[config.mk]
export PLATFORM = sky130hd
export DESIGN_NAME = sprite_clip_frame_sequencer_top
export DESIGN_NICKNAME = d
export VERILOG_FILES = /design/src/hw/rtl/scfs_pkg.sv /design/src/hw/rtl/sprite_clip_frame_sequencer_top.sv
export SDC_FILE = /design/constraint.sdc
export NUM_CORES = 1
export LEC_CHECK = 0
export BUFFER_PORTS_ARGS = -buffer_cell sky130_fd_sc_hd__buf_2
export CORE_MARGIN = 3
export CORE_UTILIZATION = 69
export DETAILED_ROUTE_END_ITERATION = 8
export GPL_TIMING_DRIVEN = 0
export PLACE_DENSITY = 0.87
export SYNTH_ARGS = -nofsm -noshare
export SYNTH_HDL_FRONTEND = slang
export SYNTH_SLANG_ARGS = --single-unit
[constraint.sdc]
create_clock -name clk -period 11.39 [get_ports clk]
set_input_delay 2.278 -clock clk [delete_from_list [all_inputs] [get_ports clk]]
set_output_delay 2.278 -clock clk [all_outputs]
set_load 0.01 [all_outputs]
[src/hw/rtl/scfs_pkg.sv]
// Shared constants and descriptor field helpers for the sprite clip frame sequencer.
// Depends on nothing; the top level takes everything here by scoped names.
`default_nettype none

package scfs_pkg;

	// Sizing of the block.
	localparam int NUM_CLIPS    = 4;
	localparam int ELAPSED_BITS = 32;
	localparam int NUM_DESC     = 4;
	localparam int CLIP_BITS    = 2;
	localparam int FRAME_BITS   = 8;
	localparam int PERIOD_BITS  = 24;
	localparam int DESC_BITS    = 37;
	localparam int DELTA_BITS   = 16;

	// Microseconds per millisecond, as a narrow constant multiplier.
	localparam logic [9:0] US_PER_MS = 10'd1000;
	localparam int PROD_BITS = DELTA_BITS + 10;

	// The accumulate is one bit wider than both operands so that a carry shows.
	localparam int SUM_BITS = ((ELAPSED_BITS > PROD_BITS) ? ELAPSED_BITS : PROD_BITS) + 1;

	// The divider dividend holds either the elapsed time or a frame position,
	// which may exceed the elapsed range by a few hundred.
	localparam int QUO_BITS = ELAPSED_BITS + 1;
	localparam int CNT_BITS = $clog2(QUO_BITS);

	// Descriptor layout.
	localparam int FRAMES_LSB  = 0;
	localparam int PERIOD_LSB  = 8;
	localparam int LOOP_BIT    = 32;
	localparam int HASNEXT_BIT = 33;
	localparam int NEXT_LSB    = 34;
	localparam int PRESENT_BIT = 36;

	// Input command codes.
	localparam logic CMD_TICK    = 1'b0;
	localparam logic CMD_REQUEST = 1'b1;

	typedef logic [DESC_BITS-1:0] desc_t;

	function automatic logic [FRAME_BITS-1:0] desc_frames(input desc_t d);
		return d[FRAMES_LSB +: FRAME_BITS];
	endfunction

	function automatic logic [PERIOD_BITS-1:0] desc_period(input desc_t d);
		return d[PERIOD_LSB +: PERIOD_BITS];
	endfunction

	function automatic logic [CLIP_BITS-1:0] desc_next(input desc_t d);
		return d[NEXT_LSB +: CLIP_BITS];
	endfunction

	// A clip counts only if its present bit is set and the index is implemented.
	function automatic logic clip_present(input desc_t d, input logic [CLIP_BITS-1:0] c);
		return d[PRESENT_BIT] && (32'(c) < 32'(NUM_CLIPS));
	endfunction

endpackage

`default_nettype wire

[src/hw/rtl/sprite_clip_frame_sequencer_top.sv]
// Top level of the sprite clip frame sequencer: descriptor registers, state,
// sequencer and one shared restoring divider. Depends on scfs_pkg.
`default_nettype none

// Channel    | Direction | Handshake            | Payload
// -----------+-----------+----------------------+--------------------------------------
// input      | in        | in_valid / in_ready  | cmd, clip_sel, delta_ms
// result     | out       | out_valid / out_ready| active_clip, frame_number, frame_valid
// config     | in        | cfg_we (no wait)     | cfg_index, cfg_data
//
// One transaction is worked on at a time; in_ready is high only while the sequencer idles.
// A request goes straight to the done step; a tick first checks its clip. A tick that
// advances frames then runs the period division and a post step, and a looping clip a second
// division for the wrap and a second post step; both divisions use the one-bit-per-cycle
// shared divider.
// The finished result sits in an output register; a new transaction may be accepted while it
// waits, and the sequencer stalls at its last step only if the previous result is still held.
// Reset clears descriptors, clip state and all control; no clearing pass is needed.

module sprite_clip_frame_sequencer_top (
	input  logic                                  clk,
	input  logic                                  arst_n,
	input  logic                                  in_valid,
	output logic                                  in_ready,
	input  logic                                  cmd,
	input  logic [scfs_pkg::CLIP_BITS-1:0]        clip_sel,
	input  logic [scfs_pkg::DELTA_BITS-1:0]       delta_ms,
	output logic                                  out_valid,
	input  logic                                  out_ready,
	output logic [scfs_pkg::CLIP_BITS-1:0]        active_clip,
	output logic [scfs_pkg::FRAME_BITS-1:0]       frame_number,
	output logic                                  frame_valid,
	input  logic                                  cfg_we,
	input  logic [scfs_pkg::CLIP_BITS-1:0]        cfg_index,
	input  logic [scfs_pkg::DESC_BITS-1:0]        cfg_data
);

	localparam int EB = scfs_pkg::ELAPSED_BITS;
	localparam int QB = scfs_pkg::QUO_BITS;
	localparam int PB = scfs_pkg::PERIOD_BITS;
	localparam int FB = scfs_pkg::FRAME_BITS;
	localparam int SB = scfs_pkg::SUM_BITS;

	// Sequencer states, one-hot.
	typedef enum logic [5:0] {
		ST_IDLE  = 6'b000001,
		ST_CHECK = 6'b000010,
		ST_DIV   = 6'b000100,
		ST_POST1 = 6'b001000,
		ST_POST2 = 6'b010000,
		ST_DONE  = 6'b100000
	} state_t;

	state_t state_q;

	// Descriptor registers.
	scfs_pkg::desc_t desc_q [scfs_pkg::NUM_DESC];

	// Architectural clip state.
	logic [scfs_pkg::CLIP_BITS-1:0] cur_q;
	logic [FB-1:0]                  idx_q;
	logic [EB-1:0]                  elapsed_q;

	// Fields of the current clip latched in the check step of every tick.
	logic [FB-1:0]                  frames_q;
	logic                           loop_q;
	logic                           has_next_q;
	logic [scfs_pkg::CLIP_BITS-1:0] next_q;

	// Shared divider: dividend shifts out of quo_q as quotient bits shift in.
	logic [QB-1:0]                  quo_q;
	logic [PB-1:0]                  rem_q;
	logic [PB-1:0]                  div_q;
	logic [scfs_pkg::CNT_BITS-1:0]  cnt_q;
	logic                           phase_q;

	// Output register.
	logic                           out_valid_q;
	logic [scfs_pkg::CLIP_BITS-1:0] active_clip_q;
	logic [FB-1:0]                  frame_number_q;
	logic                           frame_valid_q;

	// The descriptor bank has a single read port whose address the state picks.
	logic [scfs_pkg::CLIP_BITS-1:0] rd_addr;
	scfs_pkg::desc_t                desc_rd;
	logic                           rd_present;
	logic [FB-1:0]                  rd_frames;
	logic [PB-1:0]                  rd_period;

	always_comb begin
		unique case (state_q)
			ST_IDLE:  rd_addr = clip_sel;
			ST_POST1: rd_addr = next_q;
			default:  rd_addr = cur_q;
		endcase
	end

	assign desc_rd    = desc_q[rd_addr];
	assign rd_present = scfs_pkg::clip_present(desc_rd, rd_addr);
	assign rd_frames  = scfs_pkg::desc_frames(desc_rd);
	assign rd_period  = scfs_pkg::desc_period(desc_rd);

	// Tick accumulate with saturation at the top of the elapsed range.
	logic [SB-1:0] prod;
	logic [SB-1:0] sum;
	logic [EB-1:0] sum_sat;

	assign prod    = SB'(delta_ms) * SB'(scfs_pkg::US_PER_MS);
	assign sum     = SB'(elapsed_q) + prod;
	assign sum_sat = (|sum[SB-1:EB]) ? {EB{1'b1}} : sum[EB-1:0];

	// A tick advances only on a present clip with a nonzero count and period once a
	// whole period has gone by.
	logic go_div;
	assign go_div = rd_present && (rd_frames != '0) && (rd_period != '0) &&
		(elapsed_q >= EB'(rd_period));

	// One restoring division step.
	logic [PB:0]   trial;
	logic [PB:0]   diff;
	logic          ge;
	logic [PB-1:0] rem_nxt;

	assign trial   = {rem_q, quo_q[QB-1]};
	assign ge      = trial >= {1'b0, div_q};
	assign diff    = trial - {1'b0, div_q};
	assign rem_nxt = ge ? diff[PB-1:0] : trial[PB-1:0];

	logic div_last;
	assign div_last = (cnt_q == scfs_pkg::CNT_BITS'(QB - 1));

	// Frame arithmetic after the period division. n is the number of whole periods.
	logic [EB-1:0] n_periods;
	logic          at_last;
	logic [FB-1:0] first_idx;
	logic [QB-1:0] wrap_pos;
	logic [FB:0]   left_k;
	logic          n_lt_k;

	assign n_periods = quo_q[EB-1:0];
	assign at_last   = ({1'b0, idx_q} + (FB+1)'(1)) >= {1'b0, frames_q};
	assign first_idx = at_last ? '0 : (idx_q + FB'(1));
	assign wrap_pos  = QB'(n_periods) + QB'(first_idx) - QB'(1);
	assign left_k    = at_last ? (FB+1)'(1) : ({1'b0, frames_q} - {1'b0, idx_q});
	assign n_lt_k    = n_periods < EB'(left_k);

	logic can_follow;
	assign can_follow = has_next_q && (next_q != cur_q) && rd_present;

	// The result reflects the state after the update and the current descriptor.
	logic res_valid;
	assign res_valid = rd_present && (idx_q < rd_frames);

	logic out_free;
	assign out_free = !out_valid_q || out_ready;

	assign in_ready     = (state_q == ST_IDLE);
	assign out_valid    = out_valid_q;
	assign active_clip  = active_clip_q;
	assign frame_number = frame_number_q;
	assign frame_valid  = frame_valid_q;

	always_ff @(posedge clk or negedge arst_n) begin
		if (!arst_n) begin
			state_q        <= ST_IDLE;
			for (int i = 0; i < scfs_pkg::NUM_DESC; i++) begin
				desc_q[i] <= '0;
			end
			cur_q          <= '0;
			idx_q          <= '0;
			elapsed_q      <= '0;
			frames_q       <= '0;
			loop_q         <= 1'b0;
			has_next_q     <= 1'b0;
			next_q         <= '0;
			quo_q          <= '0;
			rem_q          <= '0;
			div_q          <= '0;
			cnt_q          <= '0;
			phase_q        <= 1'b0;
			out_valid_q    <= 1'b0;
			active_clip_q  <= '0;
			frame_number_q <= '0;
			frame_valid_q  <= 1'b0;
		end else begin
			if (cfg_we) begin
				desc_q[cfg_index] <= cfg_data;
			end

			// In the last step the result register is handled by the sequencer itself.
			if (out_valid_q && out_ready && (state_q != ST_DONE)) begin
				out_valid_q <= 1'b0;
			end

			unique case (state_q)
				ST_IDLE: begin
					if (in_valid) begin
						if (cmd == scfs_pkg::CMD_REQUEST) begin
							// Switch only to a different clip that is present.
							if ((clip_sel != cur_q) && rd_present) begin
								cur_q     <= clip_sel;
								idx_q     <= '0;
								elapsed_q <= '0;
							end
							state_q <= ST_DONE;
						end else begin
							elapsed_q <= sum_sat;
							state_q   <= ST_CHECK;
						end
					end
				end
				ST_CHECK: begin
					frames_q   <= rd_frames;
					loop_q     <= desc_rd[scfs_pkg::LOOP_BIT];
					has_next_q <= desc_rd[scfs_pkg::HASNEXT_BIT];
					next_q     <= scfs_pkg::desc_next(desc_rd);
					quo_q      <= {1'b0, elapsed_q};
					rem_q      <= '0;
					div_q      <= rd_period;
					cnt_q      <= '0;
					phase_q    <= 1'b0;
					state_q    <= go_div ? ST_DIV : ST_DONE;
				end
				ST_DIV: begin
					quo_q <= {quo_q[QB-2:0], ge};
					rem_q <= rem_nxt;
					cnt_q <= cnt_q + scfs_pkg::CNT_BITS'(1);
					if (div_last) begin
						state_q <= phase_q ? ST_POST2 : ST_POST1;
					end
				end
				ST_POST1: begin
					// The remainder of the period division is the time left over, unless
					// the clip hands over to its follower, which starts from zero.
					if (loop_q) begin
						elapsed_q <= EB'(rem_q);
						quo_q     <= wrap_pos;
						rem_q     <= '0;
						div_q     <= PB'(frames_q);
						cnt_q     <= '0;
						phase_q   <= 1'b1;
						state_q   <= ST_DIV;
					end else begin
						if (n_lt_k) begin
							elapsed_q <= EB'(rem_q);
							idx_q     <= idx_q + n_periods[FB-1:0];
						end else if (can_follow) begin
							cur_q     <= next_q;
							idx_q     <= '0;
							elapsed_q <= '0;
						end else begin
							elapsed_q <= EB'(rem_q);
							idx_q     <= frames_q - FB'(1);
						end
						state_q <= ST_DONE;
					end
				end
				ST_POST2: begin
					// Looping clip: the position modulo the frame count.
					idx_q   <= rem_q[FB-1:0];
					state_q <= ST_DONE;
				end
				ST_DONE: begin
					if (out_free) begin
						out_valid_q    <= 1'b1;
						active_clip_q  <= cur_q;
						frame_number_q <= idx_q;
						frame_valid_q  <= res_valid;
						state_q        <= ST_IDLE;
					end
				end
				default: begin
					state_q <= ST_IDLE;
				end
			endcase
		end
	end

endmodule

`default_nettype wire

==> key figures, run 1 <==
Floorplanning
  – Die Wd: 187 µm
  – # rows: 65
  – Boundary Pins: between 70 and 80
  – Initial core utilization: 70.6%
  – Die area: between 30000 and 40000 µm²
  – Total core area: 31900 µm²
  – Die H: 187 µm

Setup path
  – Worst setup EP type: register
  – Setup crit start kind: primary input
  – CP arrival: 9.19 ns
  – CP Max Fanout: 5
  – CP Data Required Time: 11.80 ns
  – Top cell by count, worst path: fa_1
  – CP max stage delay: 0.55 ns
  – Worst Path Buf+Inv: 4
  – Worst path slowest cell: o41ai_1
  – CP Class: primary input to register
  – Crit path max-delay family: compound AO/OA/AOI/OAI gates

STA
  – Final setup viols: 0
  – Setup Skew: 0.0235 ns
  – Max Transition Viols Final: 0
  – Max Fclk: about 0.11 GHz
  – Unrepaired setup endpoints after global routing: no
  – WHS: 0.463 ns
  – Final min period: 8.77 ns
  – Hold Vio Cnt, Final: 0
  – Final cycle utilization of the critical path: 77.0%
  – Worst slew pin tran: 1.02 ns
  – Fin worst setup slack: approximately 2.6 ns
  – Setup tns final: 0 ns
  – Slew margin rel.: a little under a third

Logic synthesis
  – Most common cell in the netlist: dfrtp_1
  – Sequential share of the synthesized area: ~34%
  – Post-synth ARST share: 100%
  – Xor/xnor cell area share of the yosys netlist: 4.52%
  – Synthesized cell area: 22500 µm²
  – Fraction of the mapped netlist area in compound gates: between 10% and 20%
  – Post-synth cell types: 81
  – Post-synthesis register bit count: 308
  – Area leader, netlist: dfrtp_1
  – Mapped Cells: 2297
  – Net Count, Synth: between 2000 and 3000
  – Post-synthesis adder-cell area fraction: 17.5%
  – Simple logic cell fraction of the synthesized area: under 10%
  – Post-synthesis mux area share: 12.7%
  – Largest family of logic cells by synthesized area: adder cells
  – List of most frequent post-synthesis cells: 307 x dfrtp_1, 226 x inv_1, 220 x ha_1, 166 x o21ai_0, 164 x mux2_2
  – Top_reg_cell synth: dfrtp_1
  – Synth warn: 0
  – Syn Area/Cell: 9.79 µm²
  – Post-synth EDFFs: 0
  – Largest cells by area after synthesis: dfrtp_1 34%, ha_1 12%, mux2_2 8.2%, fa_1 5.2%, mux2i_1 4.4%
  – Area share of the largest cell type after synthesis: between 30% and 40%

Power
  – Pwr Density: 318 nW/µm²
  – Design Power: 7.85 mW
  – Max VDD drop: around 230 µV
  – Leak: 11.8 nW

Clocking
  – CTS sink count: 308
  – TritonCTS Buffers: 34
  – Setup bufs post-CTS: 0
  – PostCTS Resize Cnt: 0
  – Clk buf depth: 3
  – Worst-path clk slew: 0.06 ns
  – Htree depth: 2
  – Root Driver: clkbuf_16
  – CTS Hold Buffers Added: 0
  – CTS tree: yes
  – Worst-Skew Late Latency: 0.54 ns

Cells and area
  – Area grow syn2layout: 9.70%
  – # diodes: 0
  – Nets: 2752
  – Layout cells sized above 1: between 10% and 20%

GRT
  – Vias in the first global route: 19008
  – Pin count of the biggest net entering global routing: 133
  – First-pass GRT wire length: roughly 100000 µm
  – Initial antenna violation count: 3
  – Global route overflow: 0
  – GR Util All Layers: 35.1%

Placed design
  – Buffers on Ports: 75
  – Dpl hpwl: 46500 µm
  – Routability cong.: 0.948
  – Pre-CTS WS: 2.15 ns

Route
  – TritonRoute pass-1 iters: 5
  – Routed WL: ~62000 µm
  – Wirelength per Cell: 21.7 µm
  – Routed Antenna Nets: 0
  – Number of DRC violations after detailed-routing iteration 0: 1690
  – Vias per inst: 6.46
  – Residual DRC: 0
  – Via count: 18521

Run status
  – Outcome: finished clean

Worst hold path
  – Hold Path Class: register to register

Flow run
  – MaxCap Viol Count: 0
final cells by class:
type	count	area, µm²
Multi-Input combinational cell	1675	13600
Sequential cell	308	7710
Fill cell	2114	7200
Clock buffer	46	956
Inverter	227	852
Tap cell	435	544
Timing Repair Buffer	77	440
Buffer	87	369
Clock inverter	14	241
power by group:
group / internal [mW] / switching (mW)
Combinational: 2.08 / 2.91
Sequential: 1.38 / 0.302
Clock: 0.694 / 0.485
metrics by stage:
| step | cell area (µm²) | util (%) | instances |
|---|---|---|---|
| 2_1_floorplan | 22500 | - | 2297 |
| 3_3_place_gp | 23400 | 73.5 | 2807 |
| 3_5_place_dp | 23500 | 73.7 | 2809 |
| 4_1_cts | 24700 | 77.4 | 2869 |
| 5_1_grt | 24700 | 77.4 | 2869 |
| 6_report | 24700 | 77.4 | 2869 |
flip-flops by register name (all words and copies together), names as in the netlist, 8 cells and up:
| register | flops |
|---|---|
| desc_q | 148 |
| elapsed_q | 32 |
| rem_q | 24 |
| idx_q | 8 |
| frame_number | 8 |
| div_q | 24 |
| frames_q | 8 |
| quo_q | 33 |
final timing paths:
check,to,slack [ns],cells past startpoint,startpoint
max,elapsed_q[31],2.62,28,delta_ms[0]
min,state_q[3],0.46,1,phase_q
max reg2reg,quo_q[31],4.68,23,idx_q[0]
min reg2reg,state_q[3],0.46,1,phase_q
max in group asynchronous,desc_q[105],8.17,3,arst_n
min in group asynchronous,quo_q[6],1.67,1,arst_n
layout by cell type, fill, tap and decap left out, drive strengths merged, types with 100 or more instances in the layout:
cell / count
nor2: 114
o21ai: 168
nand2: 158
ha: 220
mux2: 164
clkbuf: 112
inv: 230
a21oi: 119
dfrtp: 307
mux2i: 100
metal layers:
layer	vias up	wire, µm	global-route usage (%)
met5	-	36	0
met4	6	2490	13.2
met3	206	4560	5.03
met2	781	30200	60.4
met1	9128	24900	45.4
li1	8400	-	-
cell families after synthesis:
group	Yosys count
AO/OA/AOI/OAI	560
AND/OR/NAND/NOR	456
buffers and inverters	314
flip-flops	308
adder cells (fa/ha/maj)	279
multiplexers	264
XOR/XNOR	116
worst register-to-register path: stages (launching register included):
cell	delay, ns
dfrtp_1	0.53
ha_1	0.32
and3_1	0.20
xnor2_1	0.21
ha_1	0.29
a21oi_1	0.16
o22ai_1	0.10
a311oi_1	0.27
o31a_1	0.39
clkbuf_1	0.35
nand2_1	0.15
ha_1	0.31
inv_1	0.06
fa_1	0.49
a211oi_1	0.28
o21ai_0	0.20
a31oi_1	0.46
o21a_1	0.24
o21ai_0	0.15
a211o_1	0.32
o31ai_1	0.54
o31a_1	0.24
xnor2_1	0.08
a221oi_1	0.28
Note: power is estimated with default switching activity, not from simulation.
==> run 2: changes to the inputs <==
- CORE_UTILIZATION: 69 -> 58
- PLACE_DENSITY: 0.87 -> 0.78
- clock period: 11.39 -> 7.45 ns (I/O delays scaled with it)
==> key figures, run 2 (synthesis gave the netlist of run 1 again) <==
Run status
  – Outcome: finished clean

Clocking
  – CTS tree: yes
  – Root Driver: clkbuf_16
  – Worst-path clk slew: 0.06 ns
  – Worst-Skew Late Latency: 0.53 ns
  – TritonCTS Buffers: 35
  – CTS sink count: 308
  – Htree depth: 2
  – Clk buf depth: 3

Setup path
  – Setup crit start kind: primary input
  – RR Startpoint: idx_q[2]
  – CP Class: primary input to register
  – CP max stage delay: about 0.54 ns
  – Worst setup EP type: register
  – CP arrival: 7.64 ns
  – CP Data Required Time: 7.82 ns
  – Reg-to-reg slack, setup: 0.76 ns
  – CP Max Fanout: 8
  – RR Endpoint: quo_q[27]
  – Top cell by count, worst path: fa_1
  – Worst path slowest cell: fa_1
  – Worst Reg2Reg Path Length in Cells: 24

Route
  – TritonRoute pass-1 iters: 7
  – Residual DRC: 0
  – Number of DRC violations after detailed-routing iteration 0: between 1000 and 1500
  – Routed WL: 60600 µm
  – Wirelength per Cell: 20.5 µm
  – Routed Antenna Nets: 0
  – Vias per inst: 6.14
  – Via count: approximately 18000

Placed design
  – Dpl hpwl: 45700 µm
  – Routability cong.: slightly below 1
  – Pre-CTS WS: -0.917 ns
  – Buffers on Ports: 75
  – Post-DP Area: 23600 µm²

Floorplanning
  – Die H: 203 µm
  – Die area: between 40000 and 50000 µm²
  – Initial core utilization: between 50% and 60%
  – Boundary Pins: 76
  – Total core area: 37900 µm²
  – Die Wd: around 200 µm
  – # rows: 71

Cells and area
  – Largest Register: desc_q
  – Filler Cells Inserted: 2945
  – Top flop regs: desc_q: 148 flops, quo_q: 33 flops, elapsed_q: 32 flops
  – Design area: 25100 µm²
  – Nets: 2763
  – Most common cell after layout, fill and taps aside: dfrtp_1
  – Layout cells sized above 1: 15.3%
  – Max reg flops: 148
  – Area grow syn2layout: 11.4%
  – Commonest non-fill, non-tap cells in the layout: 307 x dfrtp_1, 221 x inv_1, 217 x ha_1

GRT
  – First-pass GRT wire length: 97900 µm
  – Global route overflow: 0
  – Pin count of the biggest net entering global routing: roughly 130
  – GR Util All Layers: just under 30%
  – Vias in the first global route: 18481
  – Initial antenna violation count: 0

STA
  – Slew margin rel.: between 20% and 30%
  – Worst slew pin tran: 1.17 ns
  – Final setup viols: 0
  – Final min period: 7.27 ns
  – Max Fclk: between 0.1 and 0.15 GHz
  – Fin worst setup slack: roughly 0.18 ns
  – Setup Skew: 0.0226 ns
  – Final cycle utilization of the critical path: 97.6%
  – WHS: 0.462 ns
  – Max Transition Viols Final: 0
  – Hold Vio Cnt, Final: 0

Power
  – Max VDD drop: 327 µV
  – Leak: 11.9 nW
  – Pwr Density: 487 nW/µm²

Worst hold path
  – Hold Crit Start: phase_q
  – Hold Path Class: register to register
  – Hold Path End: state_q[3]
  – Hold depth: 1

Flow run
  – MaxCap Viol Count: 0
-- run 2: changes by cell type in the layout (fill, tap and decap cells not counted), sizes merged --
cell	previous run	this run
buf	98	106
clkbuf	112	122
clkinv	5	3
clkinvlp	2	3
diode	0	1
inv	230	224
-- run 2: cell type report --
class	count	area, µm²	area share (%)
timing repair buffer	87	520	2.08
antenna	1	2.50	0.00999
tap	511	639	2.55
sequential	308	7710	30.8
inverter	227	863	3.45
clock inverter	7	143	0.569
clock buffer	54	1100	4.39
buffer	87	374	1.49
multi-input combinational	1675	13700	54.7
-- run 2: worst max path at each step --
| stage | end | from | cells past startpoint |
|---|---|---|---|
| 2_1_floorplan | elapsed_q[31] | delta_ms[3] | 28 |
| 3_3_place_gp | elapsed_q[31] | delta_ms[1] | 29 |
| 3_5_place_dp | elapsed_q[31] | delta_ms[1] | 29 |
| 4_1_cts | elapsed_q[31] | delta_ms[1] | 26 |
| 5_1_grt | elapsed_q[2] | delta_ms[4] | 29 |
| 6_report | elapsed_q[0] | delta_ms[4] | 29 |
-- run 2: report_power, final --
group	internal [mW]	switching, mW
Combinational	3.31	4.48
Clock	1.15	0.694
Sequential	2.10	0.462
-- run 2: repair_timing --
item                                    4_1_cts  5_1_grt
setup buffers                                 1        9
endpoints found under the setup margin       30       32
resized for setup                            11       32
pin swaps                                     2       12
hold buffers                                  0        0
-- run 2: through the flow --
stage               power [mW]  setup TNS (ns)  instances  util [%]
global placement          9.68         -192.34       2883      62.0
floorplan                 8.05               0       2297         -
global route              13.1           -1.08       2956      66.1
CTS                       11.9               0       2947      65.5
finish                    12.2               0       2957      66.1
detailed placement        9.93          -22.90       2885      62.2
-- run 2: worst max-delay path: cells and delay by family --
kind / cells / cell delay (ns)
buffers and inverters: 3 / 0.35
adder cells (fa/ha/maj): 6 / 2.61
AO/OA/AOI/OAI: 11 / 1.72
AND/OR/NAND/NOR: 8 / 1.30
XOR/XNOR: 1 / 0.13
-- run 2: layer usage --
layer  global-route usage, %  part of all wire (%)  wire [µm]
met2                    49.9                    48      29200
met4                    10.7                   3.7       2240
met5                       0                     0          0
met3                    3.98                   6.4       3880
met1                    38.7                    42      25300
